[src/hw/rtl/aca_pkg.sv]
// shared types and constants of the address cache with aging
`default_nettype none

package aca_pkg;

  // field widths
  localparam int unsigned IpW     = 32;
  localparam int unsigned MacW    = 48;
  localparam int unsigned TimeW   = 32;
  localparam int unsigned LifeW   = 16;
  localparam int unsigned CmdW    = 2;
  localparam int unsigned UsedW   = 5;
  localparam int unsigned CfgIdxW = 2;
  localparam int unsigned CfgW    = 48;

  // command codes
  localparam logic [CmdW-1:0] CMD_LOOKUP = 2'd0;
  localparam logic [CmdW-1:0] CMD_INSERT = 2'd1;
  localparam logic [CmdW-1:0] CMD_TICK   = 2'd2;

  // configuration register indexes
  localparam logic [CfgIdxW-1:0] REG_LIFETIME = 2'd0;
  localparam logic [CfgIdxW-1:0] REG_OWN_IP   = 2'd1;
  localparam logic [CfgIdxW-1:0] REG_OWN_MAC  = 2'd2;

  // configuration reset values
  localparam logic [LifeW-1:0] LIFETIME_RST = 16'd60;

  // input beat
  typedef struct packed {
    logic [CmdW-1:0] command;
    logic [IpW-1:0]  ip_addr;
    logic [MacW-1:0] mac_addr;
  } req_t;

  // output beat
  typedef struct packed {
    logic             found;
    logic [MacW-1:0]  found_mac;
    logic             evicted;
    logic [UsedW-1:0] entries_used;
  } rsp_t;

  // one cache entry
  typedef struct packed {
    logic [IpW-1:0]   ip;
    logic [MacW-1:0]  mac;
    logic [TimeW-1:0] expiry;
  } entry_t;

  // per-cell control from the sequencer
  typedef struct packed {
    logic shift;  // take the entry of the next cell
    logic load;   // take the new entry
  } cell_ctrl_t;

endpackage : aca_pkg

`default_nettype wire

[src/hw/rtl/aca_cell.sv]
// one cache cell: entry storage, ip compare and first-hit chain
`default_nettype none

module aca_cell
  import aca_pkg::*;
(
  input  wire logic             clk_i,
  input  wire cell_ctrl_t       ctrl_i,
  input  wire entry_t           next_i,
  input  wire entry_t           new_i,
  input  wire logic             occupied_i,
  input  wire logic [IpW-1:0]   probe_ip_i,
  input  wire logic             seen_i,
  output entry_t                entry_o,
  output logic                  hit_o,
  output logic                  seen_o
);

  entry_t entry_q;
  entry_t entry_d;
  logic   match;

  // load wins over shift
  always_comb begin
    entry_d = entry_q;
    if (ctrl_i.load) begin
      entry_d = new_i;
    end else if (ctrl_i.shift) begin
      entry_d = next_i;
    end
  end

  always_ff @(posedge clk_i) begin
    entry_q <= entry_d;
  end

  // first occupied cell holding the probed address
  assign match   = occupied_i && (entry_q.ip == probe_ip_i);
  assign hit_o   = match && !seen_i;
  assign seen_o  = seen_i || match;
  assign entry_o = entry_q;

endmodule : aca_cell

`default_nettype wire

[src/hw/rtl/address_cache_with_aging.sv]
// top level of the address cache with aging: sequencer, cell row, result register
//
//   channel | direction | handshake             | payload
//   --------+-----------+-----------------------+-------------------------------
//   in      | input     | in_valid_i/in_stall_o | in_data_i  (command, ip, mac)
//   out     | output    | out_valid_o/out_stall_i| out_data_o (found, mac, ...)
//   cfg     | input     | cfg_we_i              | cfg_index_i, cfg_data_i
//
// a beat is accepted, then executed; before execution every
// expired entry is removed from the head of the list, one shift of the cell row each
// an own-ip lookup and a tick never purge
// reset empties the cache and zeroes the seconds counter; no clearing pass
// a result waiting under out_stall_i holds the execute cycle of the next beat;
// purge shifts still proceed meanwhile
`default_nettype none

module address_cache_with_aging
  import aca_pkg::*;
#(
  parameter int unsigned CACHE_DEPTH = 16
) (
  input  wire logic               clk_i,
  input  wire logic               rst_ni,
  input  wire logic               in_valid_i,
  output logic                    in_stall_o,
  input  wire req_t               in_data_i,
  output logic                    out_valid_o,
  input  wire logic               out_stall_i,
  output rsp_t                    out_data_o,
  input  wire logic               cfg_we_i,
  input  wire logic [CfgIdxW-1:0] cfg_index_i,
  input  wire logic [CfgW-1:0]    cfg_data_i
);

  localparam int unsigned CntW = $clog2(CACHE_DEPTH + 1);
  localparam logic [CntW-1:0] DepthC = CntW'(CACHE_DEPTH);

  localparam logic ST_IDLE = 1'b0;
  localparam logic ST_WORK = 1'b1;

  // configuration registers
  logic [LifeW-1:0] lifetime_q;
  logic [IpW-1:0]   own_ip_q;
  logic [MacW-1:0]  own_mac_q;

  always_ff @(posedge clk_i or negedge rst_ni) begin
    if (!rst_ni) begin
      lifetime_q <= LIFETIME_RST;
      own_ip_q   <= '0;
      own_mac_q  <= '0;
    end else if (cfg_we_i) begin
      case (cfg_index_i)
        REG_LIFETIME: lifetime_q <= cfg_data_i[LifeW-1:0];
        REG_OWN_IP:   own_ip_q   <= cfg_data_i[IpW-1:0];
        REG_OWN_MAC:  own_mac_q  <= cfg_data_i[MacW-1:0];
        default:      ;
      endcase
    end
  end

  // sequencer and item state
  logic             state_q, state_d;
  req_t             req_q;
  logic [CntW-1:0]  count_q, count_d;
  logic [TimeW-1:0] now_q, now_d;
  logic             out_valid_q, out_valid_d;
  rsp_t             out_data_q, out_data_d;

  entry_t           entry_w [CACHE_DEPTH];
  logic             hit_w   [CACHE_DEPTH];
  logic             seen_w  [CACHE_DEPTH+1];
  cell_ctrl_t       ctrl_w  [CACHE_DEPTH];
  logic [CACHE_DEPTH-1:0] load_vec;

  logic             in_accept;
  logic             own_hit;
  logic             uses_cache;
  logic [TimeW-1:0] head_diff;
  logic             head_alive;
  logic             needs_purge;
  logic             out_free;
  logic             exec;
  logic             purge_shift;
  logic             is_insert;
  logic             any_hit;
  logic             full;
  logic             ins_shift;
  logic [CntW-1:0]  count_after;
  logic [MacW-1:0]  hit_mac;
  entry_t           new_entry;
  logic [CntW+UsedW-1:0] used_ext;

  assign in_stall_o = (state_q != ST_IDLE);
  assign in_accept  = in_valid_i && !in_stall_o;

  // head entry age check, wrap-safe signed difference
  assign head_diff  = entry_w[0].expiry - now_q;
  assign head_alive = (head_diff != '0) && !head_diff[TimeW-1];

  assign own_hit     = (req_q.command == CMD_LOOKUP) && (req_q.ip_addr == own_ip_q);
  assign is_insert   = (req_q.command == CMD_INSERT);
  assign uses_cache  = ((req_q.command == CMD_LOOKUP) && !own_hit) || is_insert;
  assign needs_purge = uses_cache && (count_q != '0) && !head_alive;
  assign out_free    = !out_valid_q || !out_stall_i;
  assign purge_shift = (state_q == ST_WORK) && needs_purge;
  assign exec        = (state_q == ST_WORK) && !needs_purge && out_free;

  // insert bookkeeping: drop a matching entry or the oldest one when full
  assign any_hit     = seen_w[CACHE_DEPTH];
  assign full        = (count_q == DepthC);
  assign ins_shift   = any_hit || full;
  assign count_after = count_q - CntW'(ins_shift);

  assign new_entry.ip     = req_q.ip_addr;
  assign new_entry.mac    = req_q.mac_addr;
  assign new_entry.expiry = now_q + TimeW'(lifetime_q);

  // cell row
  assign seen_w[0] = 1'b0;

  for (genvar k = 0; k < CACHE_DEPTH; k++) begin : g_cell
    entry_t next_entry;
    logic   occupied;

    if (k == CACHE_DEPTH - 1) begin : g_tail
      assign next_entry = '0;
    end else begin : g_body
      assign next_entry = entry_w[k+1];
    end

    // a matching entry closes its own gap; on insert only a full cache without a match drops the head
    assign occupied        = (CntW'(k) < count_q);
    assign ctrl_w[k].shift = purge_shift ||
                             (exec && is_insert && (seen_w[k+1] || (full && !any_hit)));
    assign ctrl_w[k].load  = exec && is_insert && (count_after == CntW'(k));
    assign load_vec[k]     = ctrl_w[k].load;

    aca_cell u_cell (
      .clk_i      (clk_i),
      .ctrl_i     (ctrl_w[k]),
      .next_i     (next_entry),
      .new_i      (new_entry),
      .occupied_i (occupied),
      .probe_ip_i (req_q.ip_addr),
      .seen_i     (seen_w[k]),
      .entry_o    (entry_w[k]),
      .hit_o      (hit_w[k]),
      .seen_o     (seen_w[k+1])
    );
  end

  // first-hit mac, hit is one-hot or zero
  always_comb begin
    hit_mac = '0;
    for (int k = 0; k < CACHE_DEPTH; k++) begin
      hit_mac = hit_mac | ({MacW{hit_w[k]}} & entry_w[k].mac);
    end
  end

  // next state, counters and result
  always_comb begin
    state_d     = state_q;
    count_d     = count_q;
    now_d       = now_q;
    out_valid_d = out_valid_q && out_stall_i;
    out_data_d  = out_data_q;
    used_ext    = '0;

    if (in_accept) begin
      state_d = ST_WORK;
    end

    if (purge_shift) begin
      count_d = count_q - CntW'(1);
    end

    if (exec) begin
      state_d                = ST_IDLE;
      out_valid_d            = 1'b1;
      out_data_d.found       = 1'b0;
      out_data_d.found_mac   = '0;
      out_data_d.evicted     = 1'b0;
      case (req_q.command)
        CMD_LOOKUP: begin
          if (own_hit) begin
            out_data_d.found     = 1'b1;
            out_data_d.found_mac = own_mac_q;
          end else begin
            out_data_d.found     = any_hit;
            out_data_d.found_mac = hit_mac;
          end
        end
        CMD_INSERT: begin
          out_data_d.evicted = full && !any_hit;
          count_d            = count_after + CntW'(1);
        end
        CMD_TICK: begin
          now_d = now_q + TimeW'(1);
        end
        default: ;
      endcase
      used_ext                = {{UsedW{1'b0}}, count_d};
      out_data_d.entries_used = used_ext[UsedW-1:0];
    end
  end

  always_ff @(posedge clk_i or negedge rst_ni) begin
    if (!rst_ni) begin
      state_q     <= ST_IDLE;
      count_q     <= '0;
      now_q       <= '0;
      out_valid_q <= 1'b0;
    end else begin
      state_q     <= state_d;
      count_q     <= count_d;
      now_q       <= now_d;
      out_valid_q <= out_valid_d;
    end
  end

  // payload registers
  always_ff @(posedge clk_i) begin
    if (in_accept) begin
      req_q <= in_data_i;
    end
    out_data_q <= out_data_d;
  end

  assign out_valid_o = out_valid_q;
  assign out_data_o  = out_data_q;

  // checks
  a_count_bound: assert property (@(posedge clk_i) disable iff (!rst_ni)
    count_q <= DepthC)
    else $error("entry count above cache depth");

  a_no_overwrite: assert property (@(posedge clk_i) disable iff (!rst_ni)
    (out_valid_q && out_stall_i) |-> !exec)
    else $error("result overwritten while stalled");

  a_single_load: assert property (@(posedge clk_i) disable iff (!rst_ni)
    $onehot0(load_vec))
    else $error("more than one cell loaded");

  a_purge_count: assert property (@(posedge clk_i) disable iff (!rst_ni)
    purge_shift |=> (count_q == $past(count_q) - CntW'(1)))
    else $error("purge shift did not drop one entry");

endmodule : address_cache_with_aging

`default_nettype wire

[config.mk]
export PLATFORM = sky130hd
export DESIGN_NAME = address_cache_with_aging
export DESIGN_NICKNAME = d
export VERILOG_FILES = /design/src/hw/rtl/aca_pkg.sv /design/src/hw/rtl/aca_cell.sv /design/src/hw/rtl/address_cache_with_aging.sv
export SDC_FILE = /design/constraint.sdc
export NUM_CORES = 2
export LEC_CHECK = 0
export BUFFER_PORTS_ARGS = -buffer_cell sky130_fd_sc_hd__buf_2
export CAP_MARGIN = 25
export CELL_PAD_IN_SITES_DETAIL_PLACEMENT = 2
export CELL_PAD_IN_SITES_GLOBAL_PLACEMENT = 2
export CORE_AREA = 2 2 602 604
export CTS_CLUSTER_SIZE = 40
export DETAILED_ROUTE_END_ITERATION = 8
export DIE_AREA = 0 0 604 606
export GPL_TIMING_DRIVEN = 0
export PLACE_DENSITY = 0.59
export SLEW_MARGIN = 10
export SYNTH_ARGS = -nofsm -noshare
export SYNTH_HDL_FRONTEND = slang
export SYNTH_SLANG_ARGS = --single-unit
[constraint.sdc]
create_clock -name clk_i -period 16.56 [get_ports clk_i]
set_input_delay 1.656 -clock clk_i [delete_from_list [all_inputs] [get_ports clk_i]]
set_output_delay 1.656 -clock clk_i [all_outputs]
set_load 0.005 [all_outputs]
==> metrics.md <==
| Metric | Value |
|---|---|
| Place WS | 6.25 ns |
| Post-CTS setup repair buffer count | 0 |
| Final WS setup | roughly 6.1 ns |
| Post-Syn Area | 100000 µm² |
| Total Routed Length | 421000 µm |
| Initial antenna violation count | 35 |
| R2R cell count | 24 |
| Fillers | ~37000 |
| GRT Total Usage | a little under a quarter |
| Worst-path clk slew | approximately 0.060 ns |
| Max-slew violation count | 0 |
| WP data required | around 17 ns |
| Crit path DAT | about 11 ns |
| Worst Hold Class | flop to flop |
| WL per Instance | approximately 34 µm |
| Tot Pwr | ~16 mW |
| Slowest cell delay on critical path | ~0.96 ns |
| CTS Sinks | a little over 2000 |
| # hold bufs at CTS | 0 |
| Fmax | around 0.095 GHz |
| Clock Skews | 0.151 ns |
| Critical path class | flop to flop |
| Ys Warns | 0 |
| CP max FO | 11 |
| Post-synth cell types | 84 |
| Die ar. | around 370000 µm² |
| Most common cell after layout, fill and taps aside | edfxtp_1 |
| CORE AREA | approximately 360000 µm² |
| Reg2reg setup slack | roughly 6 ns |
| Io pins | about 190 |
| Root buf cell | clkbuf_16 |
| Critical path buffers and inverters | 9 |
| Status | finished, final reports clean |
| Largest net degree at the start of global routing | between 90 and 100 |
| Placed inst area | ~110000 µm² |
| Sequential fraction of the synthesis area | approximately three fifths |
| RSZ-0062 raised after global routing | no |
| Floorplan row count | around 220 |
| Met1 WL | ~180000 µm |
| Leak | 40.8 nW |
| Avg Cell Area, Syn | roughly 15 µm² |
| Hold Slack | approximately 0.47 ns |
| Router iterations before antenna repair | 5 |
| Startpoint types | flop |
| Inserted Clock Buffers | 238 |
| Initial drt markers | 6406 |
| Slowest cell on the critical path | nor4bb_2 |
| WHS Path Cells | 1 |
| Worst Max-Slew Pin Slew | 1.35 ns |
| CP endpoint kind | flop |
| Bufs on Longest Clock Path | 4 |
| Max-cap check violation count | 0 |
| Post-CTS Resized | 0 |
| Design Area, Final | roughly 120000 µm² |
| Die Wd | between 600 and 700 µm |
| GPL Wtd Cong | approximately 0.94 |
| Crit share post-route | a little under two thirds |
| Initial Utilization | between 20 and 30% |
| Post-synth EDFFs | slightly below 2000 |
| R2r endpoint | g_cell[4].u_cell.entry_o[14] |
| Latest clock arrival within the worst-skew pair | 0.98 ns |
| Commonest cells after routing, fill and taps aside | edfxtp_1, mux2_2, mux2_1, xor2_1, buf_2 |
| Top Family by Delay on Critical Path | buffers and inverters |
| Vias in the first global route | roughly 68000 |
| Top sig layer | met5 |
| Via density | 5.20 |
| Critical Path Most Common Cell | buf_8 |
| Final min period | roughly 10 ns |
| Area of the multi-input gates | around 36000 µm² |
| Met2 WL | around 200000 µm |
| Detailed route wirelength on metal3 | approximately 24000 µm |
| Htree depth | 4 |
| Cells after Synth | approximately 6700 |
| Die Y | between 600 and 700 µm |
| Ys flop type | edfxtp_1 |
| Share of cells above drive strength 1 | roughly 31% |
| Async SR Flop Fraction | approximately 6.5% |
| Yosys reg bits | approximately 2100 |
| Sequential cell area | 61300 µm² |
| Drt drc | 0 |
| Nets | between 7000 and 8000 |
| Critical path origin | new_entry[110] |
| # port buffers | 193 |
| Final setup violation count | 0 |
| Final Hold Vio Count | 0 |
| Antenna Nets Post-Route | 0 |
| DP HPWL | 319000 µm |
| Synth Net Count | about 6900 |
| Fin util | 33.0% |
| Grt total ovfl | 0 |
| Setup_tns | 0 ns |
| Crit-path cells | clkbuf_1 -> buf_4 -> xor2_1 -> nor4_1 -> nand4_1 -> nor2_1 -> a31oi_1 -> nand4_1 -> nor4bb_2 -> nand2_1 -> ha_1 -> ha_1 -> xor2_1 -> nand3_1 -> nor2_1 -> and3_1 -> clkbuf_1 -> buf_2 -> buf_4 -> nand3b_1 -> buf_16 -> buf_8 -> buf_8 -> buf_8 |
| First-pass GRT wire length | between 500000 and 600000 µm |
| Reg2reg start | new_entry[110] |
| Non-filler cells, final | between 10000 and 15000 |
| PD cells | ~140 nW/µm² |
| Relative slew slack | about a tenth |
| Hold Crit Start | g_cell[4].u_cell.entry_o[24] |
| Hold endpoint | g_cell[3].u_cell.entry_o[24] |
| Placed Cells | 12000 |
| P&R area growth vs syn | 18.5% |
| CTS tree | done |
| DR vias | roughly 65000 |
| Max VDD drop | 0.0865 mV |
[cell usage after synthesis, types with 5 or more instances]
cell	count	area share (%)
nor3b_1	10	0.075
and3_1	67	0.42
or3_1	8	0.050
mux2_2	1148	13
nand3_1	150	0.75
nor2b_1	13	0.081
mux2_1	518	5.8
a211oi_1	10	0.075
and2_1	118	0.74
nand2b_1	13	0.081
or2_2	9	0.056
o21a_1	12	0.090
nand4_1	73	0.46
dfrtp_1	131	3.3
xnor2_1	221	1.9
a22oi_1	145	1.1
buf_1	16	0.060
buf_4	33	0.25
buf_2	191	0.95
or4_1	7	0.052
edfxtp_1	1929	58
ha_1	58	0.72
nor4_1	107	0.67
o211ai_1	13	0.097
mux2i_1	19	0.19
a221oi_1	193	1.7
o2111ai_1	5	0.044
a22o_1	47	0.41
o21ai_0	33	0.16
mux2_4	90	1.3
a211o_1	6	0.052
xor2_1	398	3.5
a21oi_1	53	0.26
a31oi_1	8	0.050
nor2_1	87	0.33
inv_1	119	0.45
o21ai_1	13	0.065
nand2_1	161	0.60
buf_6	15	0.17
a21o_1	13	0.097
nor3_1	50	0.25
nand3b_1	10	0.075
clkbuf_1	295	1.1
[worst max path at each step]
stage / end / slack (ns) / depth (start not counted)
2_1_floorplan: g_cell[6].u_cell.entry_o[0] / 3.46 / 16
3_3_place_gp: g_cell[6].u_cell.entry_o[93] / -12.85 / 15
3_5_place_dp: g_cell[4].u_cell.entry_o[14] / 6.25 / 24
4_1_cts: g_cell[4].u_cell.entry_o[14] / 6.05 / 24
5_1_grt: g_cell[4].u_cell.entry_o[14] / 5.89 / 24
6_report: g_cell[4].u_cell.entry_o[14] / 6.06 / 24
[per-layer routing]
metal | track usage (%) | up-vias
li1 | - | 27100
met1 | 29.2 | 34700
met2 | 38.1 | 2215
met3 | 3.14 | 548
met4 | 8.89 | 8
met5 | 0 | -
[worst register-to-register path: stages (launching register included)]
cell      delay (ns)
edfxtp_1        0.57
clkbuf_1        0.61
buf_4           0.34
xor2_1          0.72
nor4_1          0.18
nand4_1         0.17
nor2_1          0.20
a31oi_1         0.57
nand4_1         0.56
nor4bb_2        0.96
nand2_1         0.24
ha_1            0.26
ha_1            0.24
xor2_1          0.34
nand3_1         0.18
nor2_1          0.27
and3_1          0.19
clkbuf_1        0.55
buf_2           0.92
buf_4           0.47
nand3b_1        0.69
buf_16          0.24
buf_8           0.20
buf_8           0.21
buf_8           0.19
[registers in the layout, indices dropped and copies added (netlist names)]
name                   flops
g_cell.u_cell.entry_o   1792
req_q                      2
own_ip_q                  32
own_mac_q                 48
out_data_o                55
count_q                    5
lifetime_q                16
out_valid_o                1
now_q                     32
new_entry                 80
in_stall_o                 1
[power breakdown]
| part | switching, mW | internal, mW | leakage [nW] |
|---|---|---|---|
| Sequential | 0.479 | 6.87 | 19.4 |
| Clock | 2.32 | 3.04 | 3.75 |
| Combinational | 2.37 | 1.20 | 17.7 |
[cells by family (layout without fill, tap and decap cells)]
kind of cell | after synthesis | in the layout | share of synthesized area (%)
xor gates and xnor gates | 619 | 619 | 5.41
other | 0 | 17 | 0
muxes | 1775 | 1775 | 20.2
AOI/OAI and AO/OA | 599 | 599 | 4.66
DFF | 2064 | 2064 | 61.1
adders and majority gates | 60 | 60 | 0.763
and+or+nand+nor | 901 | 901 | 4.83
buffers and inverters | 669 | 1585 | 2.98
[final cells by class]
cell class	instances	share of cell area [%]
clock buffers	324	5.50
multi-input cells	3954	30.5
inverters	119	0.376
clock inverters	114	0.983
plain buffers	550	2.15
flip-flops and latches	2064	51.6
diodes	17	0.0358
repair buffers	478	3.85
well taps	4794	5.05
No activity file was read; power rests on OpenSTA's default activity.
